## config.mk

```make
export PLATFORM = sky130hd
export DESIGN_NAME = smr90_ctrl
export DESIGN_NICKNAME = d
export VERILOG_FILES = /design/src/sv/smr90_pkg.sv /design/src/sv/smr90_ctrl.sv
export VERILOG_INCLUDE_DIRS = /design/src /design/src/sv
export SDC_FILE = /design/constraint.sdc
export NUM_CORES = 1
export LEC_CHECK = 0
export BUFFER_PORTS_ARGS = -buffer_cell sky130_fd_sc_hd__buf_2
export CORE_ASPECT_RATIO = 0.7
export CORE_MARGIN = 3
export CORE_UTILIZATION = 50
export DETAILED_ROUTE_END_ITERATION = 16
export GPL_ROUTABILITY_DRIVEN = 0
export PLACE_DENSITY = 0.85
export SYNTH_ARGS = -nofsm -noshare
export SYNTH_HDL_FRONTEND = slang
export SYNTH_SLANG_ARGS = --single-unit
```

## constraint.sdc

```tcl
create_clock -name i_clk -period 2.2 [get_ports i_clk]
set_input_delay 0.11 -clock i_clk [delete_from_list [all_inputs] [get_ports i_clk]]
set_output_delay 0.11 -clock i_clk [all_outputs]
set_load 0.02 [all_outputs]
```

## src/sv/square_matrix_rotate_90_cw_macros.svh

```systemverilog
// assertion macros used by the matrix rotate controller
`ifndef SQUARE_MATRIX_ROTATE_90_CW_MACROS_SVH
`define SQUARE_MATRIX_ROTATE_90_CW_MACROS_SVH

// same-cycle implication, checked outside reset
`define SMR90_ASSERT_NOW(label, clk, rst_n, ante, cons) \
    label: assert property (@(posedge clk) disable iff (!rst_n) (ante) |-> (cons)) \
        else $error("smr90 check failed");

// next-cycle implication, checked outside reset
`define SMR90_ASSERT_NEXT(label, clk, rst_n, ante, cons) \
    label: assert property (@(posedge clk) disable iff (!rst_n) (ante) |=> (cons)) \
        else $error("smr90 check failed");

`endif

```

## src/sv/smr90_pkg.sv

```systemverilog
// shared types, constants and helpers for the matrix rotate block
package smr90_pkg;

    // parameter defaults
    localparam int unsigned DEF_MAX_SIDE     = 64;
    localparam int unsigned DEF_ELEMENT_BITS = 32;

    // fixed field widths
    localparam int unsigned OUT_BITS      = 32;
    localparam int unsigned SIZE_BITS     = 7;
    localparam int unsigned APB_DATA_BITS = 32;
    localparam int unsigned APB_ADDR_BITS = 3;

    // register reset value and register index (paddr bit 2)
    localparam logic [SIZE_BITS-1:0] SIZE_RESET   = 7'd64;
    localparam logic                 REG_IDX_SIZE = 1'b0;

    // item operation codes
    localparam logic OP_LOAD = 1'b0;
    localparam logic OP_READ = 1'b1;

    // output register state
    typedef enum logic [0:0] {
        ST_EMPTY,
        ST_FULL
    } t_ctl_state;

    // memory commands from controller to datapath
    typedef struct packed {
        logic wr_en;
        logic rd_en;
        logic rd_last;
    } t_mem_cmd;

    // side length in use: zero acts as one, large values clamp to the maximum
    function automatic int unsigned side_len(input logic [SIZE_BITS-1:0] size,
                                             input int unsigned max_side);
        int unsigned s;
        s = int'(size);
        if (s == 0) begin
            return 1;
        end else if (s > max_side) begin
            return max_side;
        end
        return s;
    endfunction

endpackage

```

## src/sv/smr90_ctrl.sv

```systemverilog
// controller: handshake, output register state and load/read address walks
`include "square_matrix_rotate_90_cw_macros.svh"

module smr90_ctrl #(
    parameter int unsigned MAX_SIDE = smr90_pkg::DEF_MAX_SIDE,
    localparam int unsigned CW = (MAX_SIDE > 1) ? $clog2(MAX_SIDE) : 1,
    localparam int unsigned NW = $clog2(MAX_SIDE + 1),
    localparam int unsigned AW = (MAX_SIDE > 1) ? $clog2(MAX_SIDE * MAX_SIDE) : 1
) (
    input  logic                i_clk,
    input  logic                i_rst_n,
    input  logic [NW-1:0]       i_side,
    input  logic                i_clear,
    input  logic                i_in_valid,
    input  logic                i_op,
    output logic                o_in_stall,
    output logic                o_out_valid,
    input  logic                i_out_stall,
    output smr90_pkg::t_mem_cmd o_cmd,
    output logic [AW-1:0]       o_wr_addr,
    output logic [AW-1:0]       o_rd_addr
);

    smr90_pkg::t_ctl_state r_state, n_state;
    logic [CW-1:0] r_ld_row, n_ld_row, r_ld_col, n_ld_col;
    logic [CW-1:0] r_rd_row, n_rd_row, r_rd_col, n_rd_col;
    logic          accept;
    logic          out_taken;
    logic          ld_col_end, ld_row_end, rd_col_end, rd_row_end;
    logic [CW-1:0] src_row;

    // end-of-row and end-of-frame detection
    always_comb begin
        ld_col_end = (NW'(r_ld_col) + NW'(1)) >= i_side;
        ld_row_end = (NW'(r_ld_row) + NW'(1)) >= i_side;
        rd_col_end = (NW'(r_rd_col) + NW'(1)) >= i_side;
        rd_row_end = (NW'(r_rd_row) + NW'(1)) >= i_side;
        // output (i,j) comes from input (n-1-j, i)
        src_row    = CW'(i_side - NW'(1) - NW'(r_rd_col));
    end

    // addresses, row * MAX_SIDE + col
    assign o_wr_addr = AW'(r_ld_row) * AW'(MAX_SIDE) + AW'(r_ld_col);
    assign o_rd_addr = AW'(src_row) * AW'(MAX_SIDE) + AW'(r_rd_row);

    // handshake and next state
    always_comb begin
        out_taken   = (r_state == smr90_pkg::ST_FULL) && !i_out_stall;
        // loads go on while a result waits; a read waits for the output slot
        o_in_stall  = (i_op == smr90_pkg::OP_READ) && (r_state == smr90_pkg::ST_FULL)
                      && i_out_stall;
        accept      = i_in_valid && !o_in_stall;
        o_out_valid = (r_state == smr90_pkg::ST_FULL);

        o_cmd.wr_en   = accept && (i_op == smr90_pkg::OP_LOAD);
        o_cmd.rd_en   = accept && (i_op == smr90_pkg::OP_READ);
        o_cmd.rd_last = rd_row_end && rd_col_end;

        n_state = r_state;
        case (r_state)
            smr90_pkg::ST_EMPTY: begin
                if (o_cmd.rd_en) begin
                    n_state = smr90_pkg::ST_FULL;
                end
            end
            smr90_pkg::ST_FULL: begin
                if (out_taken && !o_cmd.rd_en) begin
                    n_state = smr90_pkg::ST_EMPTY;
                end
            end
            default: begin
                n_state = smr90_pkg::ST_EMPTY;
            end
        endcase
    end

    // next positions of the load and read walks
    always_comb begin
        n_ld_row = r_ld_row;
        n_ld_col = r_ld_col;
        n_rd_row = r_rd_row;
        n_rd_col = r_rd_col;
        if (o_cmd.wr_en) begin
            if (ld_col_end) begin
                n_ld_col = '0;
                n_ld_row = ld_row_end ? '0 : r_ld_row + CW'(1);
            end else begin
                n_ld_col = r_ld_col + CW'(1);
            end
        end
        if (o_cmd.rd_en) begin
            if (rd_col_end) begin
                n_rd_col = '0;
                n_rd_row = rd_row_end ? '0 : r_rd_row + CW'(1);
            end else begin
                n_rd_col = r_rd_col + CW'(1);
            end
        end
        // a size write restarts both walks
        if (i_clear) begin
            n_ld_row = '0;
            n_ld_col = '0;
            n_rd_row = '0;
            n_rd_col = '0;
        end
    end

    // state and counter registers
    always_ff @(posedge i_clk) begin
        if (!i_rst_n) begin
            r_state  <= smr90_pkg::ST_EMPTY;
            r_ld_row <= '0;
            r_ld_col <= '0;
            r_rd_row <= '0;
            r_rd_col <= '0;
        end else begin
            r_state  <= n_state;
            r_ld_row <= n_ld_row;
            r_ld_col <= n_ld_col;
            r_rd_row <= n_rd_row;
            r_rd_col <= n_rd_col;
        end
    end

    // checks
    `SMR90_ASSERT_NEXT(a_read_fills_output, i_clk, i_rst_n, o_cmd.rd_en, o_out_valid)
    `SMR90_ASSERT_NOW(a_load_pos_in_frame, i_clk, i_rst_n, 1'b1,
        (NW'(r_ld_row) < i_side) && (NW'(r_ld_col) < i_side))
    `SMR90_ASSERT_NOW(a_read_pos_in_frame, i_clk, i_rst_n, 1'b1,
        (NW'(r_rd_row) < i_side) && (NW'(r_rd_col) < i_side))
    `SMR90_ASSERT_NEXT(a_last_wraps_walk, i_clk, i_rst_n, o_cmd.rd_en && o_cmd.rd_last,
        (r_rd_row == '0) && (r_rd_col == '0))

endmodule

```

# Word-level counts from Yosys, hierarchy flattened
# Cells that the tools add are included.
# word_totals
output_inout_bits,29
register_bits,25
wordCells,45
in_bits,13
# op_classes
bitwise,3
n_lt_le_gt_ge,4
reduce_logical,14
n_addsub,12
muxes,7
# ops
operator,count
$add 6x1->7 const B,4
$ge 7x7->1,4
$add 12x6->12,2
$add 6x1->6 const B,4
$mux 6,4
$logic_and 1x1->1,8
$sub 6x1->6 const B,1
$sub 6x6->6,1
$reduce_and 2->1,2
$logic_not 1->1,3
$not 1->1,3
$mux 1,2
$pmux 1 s2,1
$reduce_or 2->1,1

# Depth between registers and ports, before layout
# depth
ltp_word,9
mapped_depth,9
ltp_nobuf,9

# Worst setup path after synthesis
# No wires, ideal clock.
# synth_path
path_type,register to register
from,reg r_ld_col[0]
to,reg r_ld_row[2]
t_arrival_ns,2.405
required_ns,2.083
path_stages_with_launch,10
slack_ns,-0.322
path_cell_list,dfxtp_1 ha_1 nand3_1 xnor2_1 ha_1 a21o_1 a221o_1 a41oi_2 nor3_1 a32o_1
# synth_via
elab_chain_len,3
# synth_rtl
item,line,text
start: declaration,smr90_ctrl.sv:25,"logic [CW-1:0] r_ld_row, n_ld_row, r_ld_col, n_ld_col;"
start signal: assignment,smr90_ctrl.sv:119,r_ld_col <= n_ld_col;
$add 6x1->7,smr90_ctrl.sv:34,ld_col_end = (NW'(r_ld_col) + NW'(1)) >= i_side;
$ge 7x7->1,smr90_ctrl.sv:34,
$reduce_and 2->1 (no line),--,
end signal: assignment,smr90_ctrl.sv:118,r_ld_row <= n_ld_row;
end: declaration,smr90_ctrl.sv:25,
# Every way passes these cells.
# A chain may end at the register's enable or synchronous reset.

==> impl_metrics.tcl <==
set metrics [dict create \
    p_clk_frac 0.301 \
    cts_buffer_depth 2 \
    num_rows 19 \
    clockRootBuffer "clkbuf_8" \
    cap_violations 0 \
    first_pass_iters 4 \
    yosys.area_share.simple 0.1958 \
    wire_per_inst_um 16.44 \
    powerDensity_mw_per_mm2 296.9 \
    die_w_um 84.92 \
    required_ps 2090 \
    vias 2247 \
    grt_use_met2 0.4493 \
    synth_fp_nets 302 \
    finalSetupViolCount 25 \
    hpwl_um 4567 \
    crit_type "reg -> out" \
    violations "setup timing" \
    grt_pass1_wl_um 10570 \
    grt_max_degree 23 \
    ys_seq_area_frac 0.2296 \
    htree_levels 1 \
    synth-adder-area-share 0.2216 \
    combPwrFrac 0.222 \
    start_util 0.5362 \
    synth-compound-area-share 0.1848 \
    synth_top_area_share 0.2296 \
    drive_gt1_frac 0.4503 \
    min_period_ps 2445 \
    grt_busiest_layer "met2" \
    slew_violations 0 \
    drc 0 \
    rsz0062_at_grt "yes" \
    period_share 1.111 \
    synth_top_cell_by_area "dfxtp_1" \
    drt_iter0_markers 119 \
    place_ws_ps -207.7 \
    muxShareOfSynthArea 0.009185 \
    final_cells 394 \
    cts.sinks 25 \
    cts_buffers 3 \
    ant_nets 0 \
    arrival_ps 2330 \
    critPathLaunchType "flop" \
    fin_ws_ps -244.5 \
    yosys.cell_types.count 41 \
    switching_share 0.3029 \
    avgSynthCellArea_um2 8.684 \
    synthesis.area_mm2 0.002180 \
    grtUsageTotal 0.2585 \
    antenna_cells 0 \
    overflow 0 \
    status "complete, but fails checks" \
    synth_top_family_by_area "adder cells" \
    hold_class "in -> reg" \
    r2r_slack_ps -240 \
    ir_drop_mv 0.2723 \
    relSlewSlack 0.2674 \
    synth_xor_area_frac 0.1246 \
    synthCells 251 \
    power.share.sequential 0.477 \
    die_area_mm2 0.005200 \
    grt_use_met1 0.3436 \
    utilization 0.7809 \
    finClkSkew_ps 14.37 \
    total_power_uw 942.5 \
    grt_antenna_before_repair 0 \
    grt_pass1_vias 2228 \
    placedCellCount 380 \
    leakagePower_nw 1.456 \
    core_area_mm2 0.004065 \
    grtUsageMet3 0.04278 \
    path_clk_slew_ps 100 \
    die_h_um 61.24 \
    fmax_mhz 409.1 \
    synth-seq-cells 25 \
    endpoint_kind "primary output" \
    finalHoldViolations 0 \
    nNetsFinal 394 \
    wirelength_um 6478 \
    viasPerCell 5.703 \
    power.switching_uw 285.5 \
    yosys-top-cells-area "dfxtp_1 (23%), ha_1 (21%), xnor2_1 (9.2%), nor3_1 (4.1%), xor2_1 (3.2%)" \
    path_max_fanout 4 \
    io_buffers 41 \
    intPower_uw 657.0 \
    tightest_slew_ps 1099 \
    cts_tree "yes" \
    clkLatencyLatePin_ps 280 \
    ios 42 \
    syn_to_final_growth_pct 45.64 \
    yosysWarnings 0 \
]
## power by group through the flow
| stage | clock network, mW | registers (mW) | logic, mW |
|---|---|---|---|
| 2_1_floorplan | 0 | 0.464 | 0.114 |
| 3_3_place_gp | 0 | 0.461 | 0.177 |
| 3_5_place_dp | 0 | 0.461 | 0.187 |
| 4_1_cts | 0.286 | 0.449 | 0.196 |
| 5_1_grt | 0.309 | 0.450 | 0.230 |
| 6_report | 0.284 | 0.449 | 0.209 |
## metal layers
metal | vias to the layer above | share of wire
met5 | - | 0
met4 | 0 | 0.015
li1 | 1103 | -
met2 | 79 | 0.48
met1 | 1055 | 0.45
met3 | 10 | 0.057
## state kept, by name, indices dropped and copies added, names as in the netlist
signal,cells
r_rd_row,6
r_ld_row,6
o_out_valid,1
r_rd_col,6
r_ld_col,6
## kinds of logic after synthesis
logic type      after synthesis
buf+inv                      20
compound gates               52
flops                        25
fa+ha+maj                    38
xor+xnor                     31
mux                           2
simple gates                 83
## metrics by stage
stage	instance area, µm²	hold slack, ps	TNS [ps]
finish	3174	106.8	-3827
global route	3174	117.8	-6255
CTS	3077	100.9	-3125
detailed placement	2858	399.9	-2252
global placement	2858	383.3	-781.2
floorplan	2302	257.4	-585.7
## critical path, cell delays in order, from the launching register on
cell	delay, ps
dfxtp_4	390
ha_4	150
nand3_4	90
xnor2_2	150
ha_1	300
a21o_1	200
a221o_1	340
a41oi_2	240
nor2_2	60
buf_6	130
## area by class of cell
| class | count | area [µm²] |
|---|---|---|
| clock buffer | 3 | 41.29 |
| multi-input combinational | 206 | 1864 |
| fill | 270 | 890.9 |
| sequential | 25 | 539.3 |
| tap | 52 | 65.06 |
| timing repair buffer | 91 | 599.3 |
| inverter | 16 | 60.06 |
| clock inverter | 1 | 5.005 |
## placed cells by master, fill, tap and decap left out, types with 4 or more instances in the layout
cell,count
buf_4,50
buf_2,38
ha_1,34
xnor2_1,19
inv_1,14
nand2_1,13
a21oi_1,11
nor3_1,10
dfxtp_1,10
nor2_1,9
xor2_1,8
dfxtp_4,8
nand4_1,7
dfxtp_2,7
nor3_2,6
a32o_1,6
nand3_1,5
nand3_4,5
a21o_1,5
xnor2_2,4
and3_4,4
a211o_1,4
## worst paths after layout
check | from | to | cells past startpoint
max | r_rd_col[1]$_SDFFE_PP0P_ | o_cmd[0] | 9
min | i_rst_n | o_out_valid$_SDFF_PN0_ | 2
max reg2reg | r_rd_col[1]$_SDFFE_PP0P_ | r_rd_row[5]$_SDFFE_PP0P_ | 10
min reg2reg | o_out_valid$_SDFF_PN0_ | o_out_valid$_SDFF_PN0_ | 2
## cells in the mapped netlist (all sizes together)
master / n
nor4: 1
o21ai: 8
xnor2: 23
and4: 1
ha: 37
o21bai: 1
fa: 1
o21a: 3
nand4: 7
dfxtp: 25
a211o: 4
o211ai: 2
mux2i: 2
nor3: 18
a41o: 2
a32o: 6
and2: 3
nand2: 13
nor2b: 3
a21oi: 12
a221o: 3
nand3: 12
inv: 16
and3: 7
clkbuf: 3
a41oi: 2
nor2: 14
a31oi: 2
buf: 1
xor2: 8
nor3b: 1
nand2b: 3
a21o: 5
a21boi: 2
## timing repair
item	CTS	global route
gates resized for setup	30	16
cloned	0	0
hold buffers	0	0
setup endpoints to repair	25	27
buffers inserted	7	4
pin swaps	28	13
No activity file was read; power rests on OpenSTA's default activity.
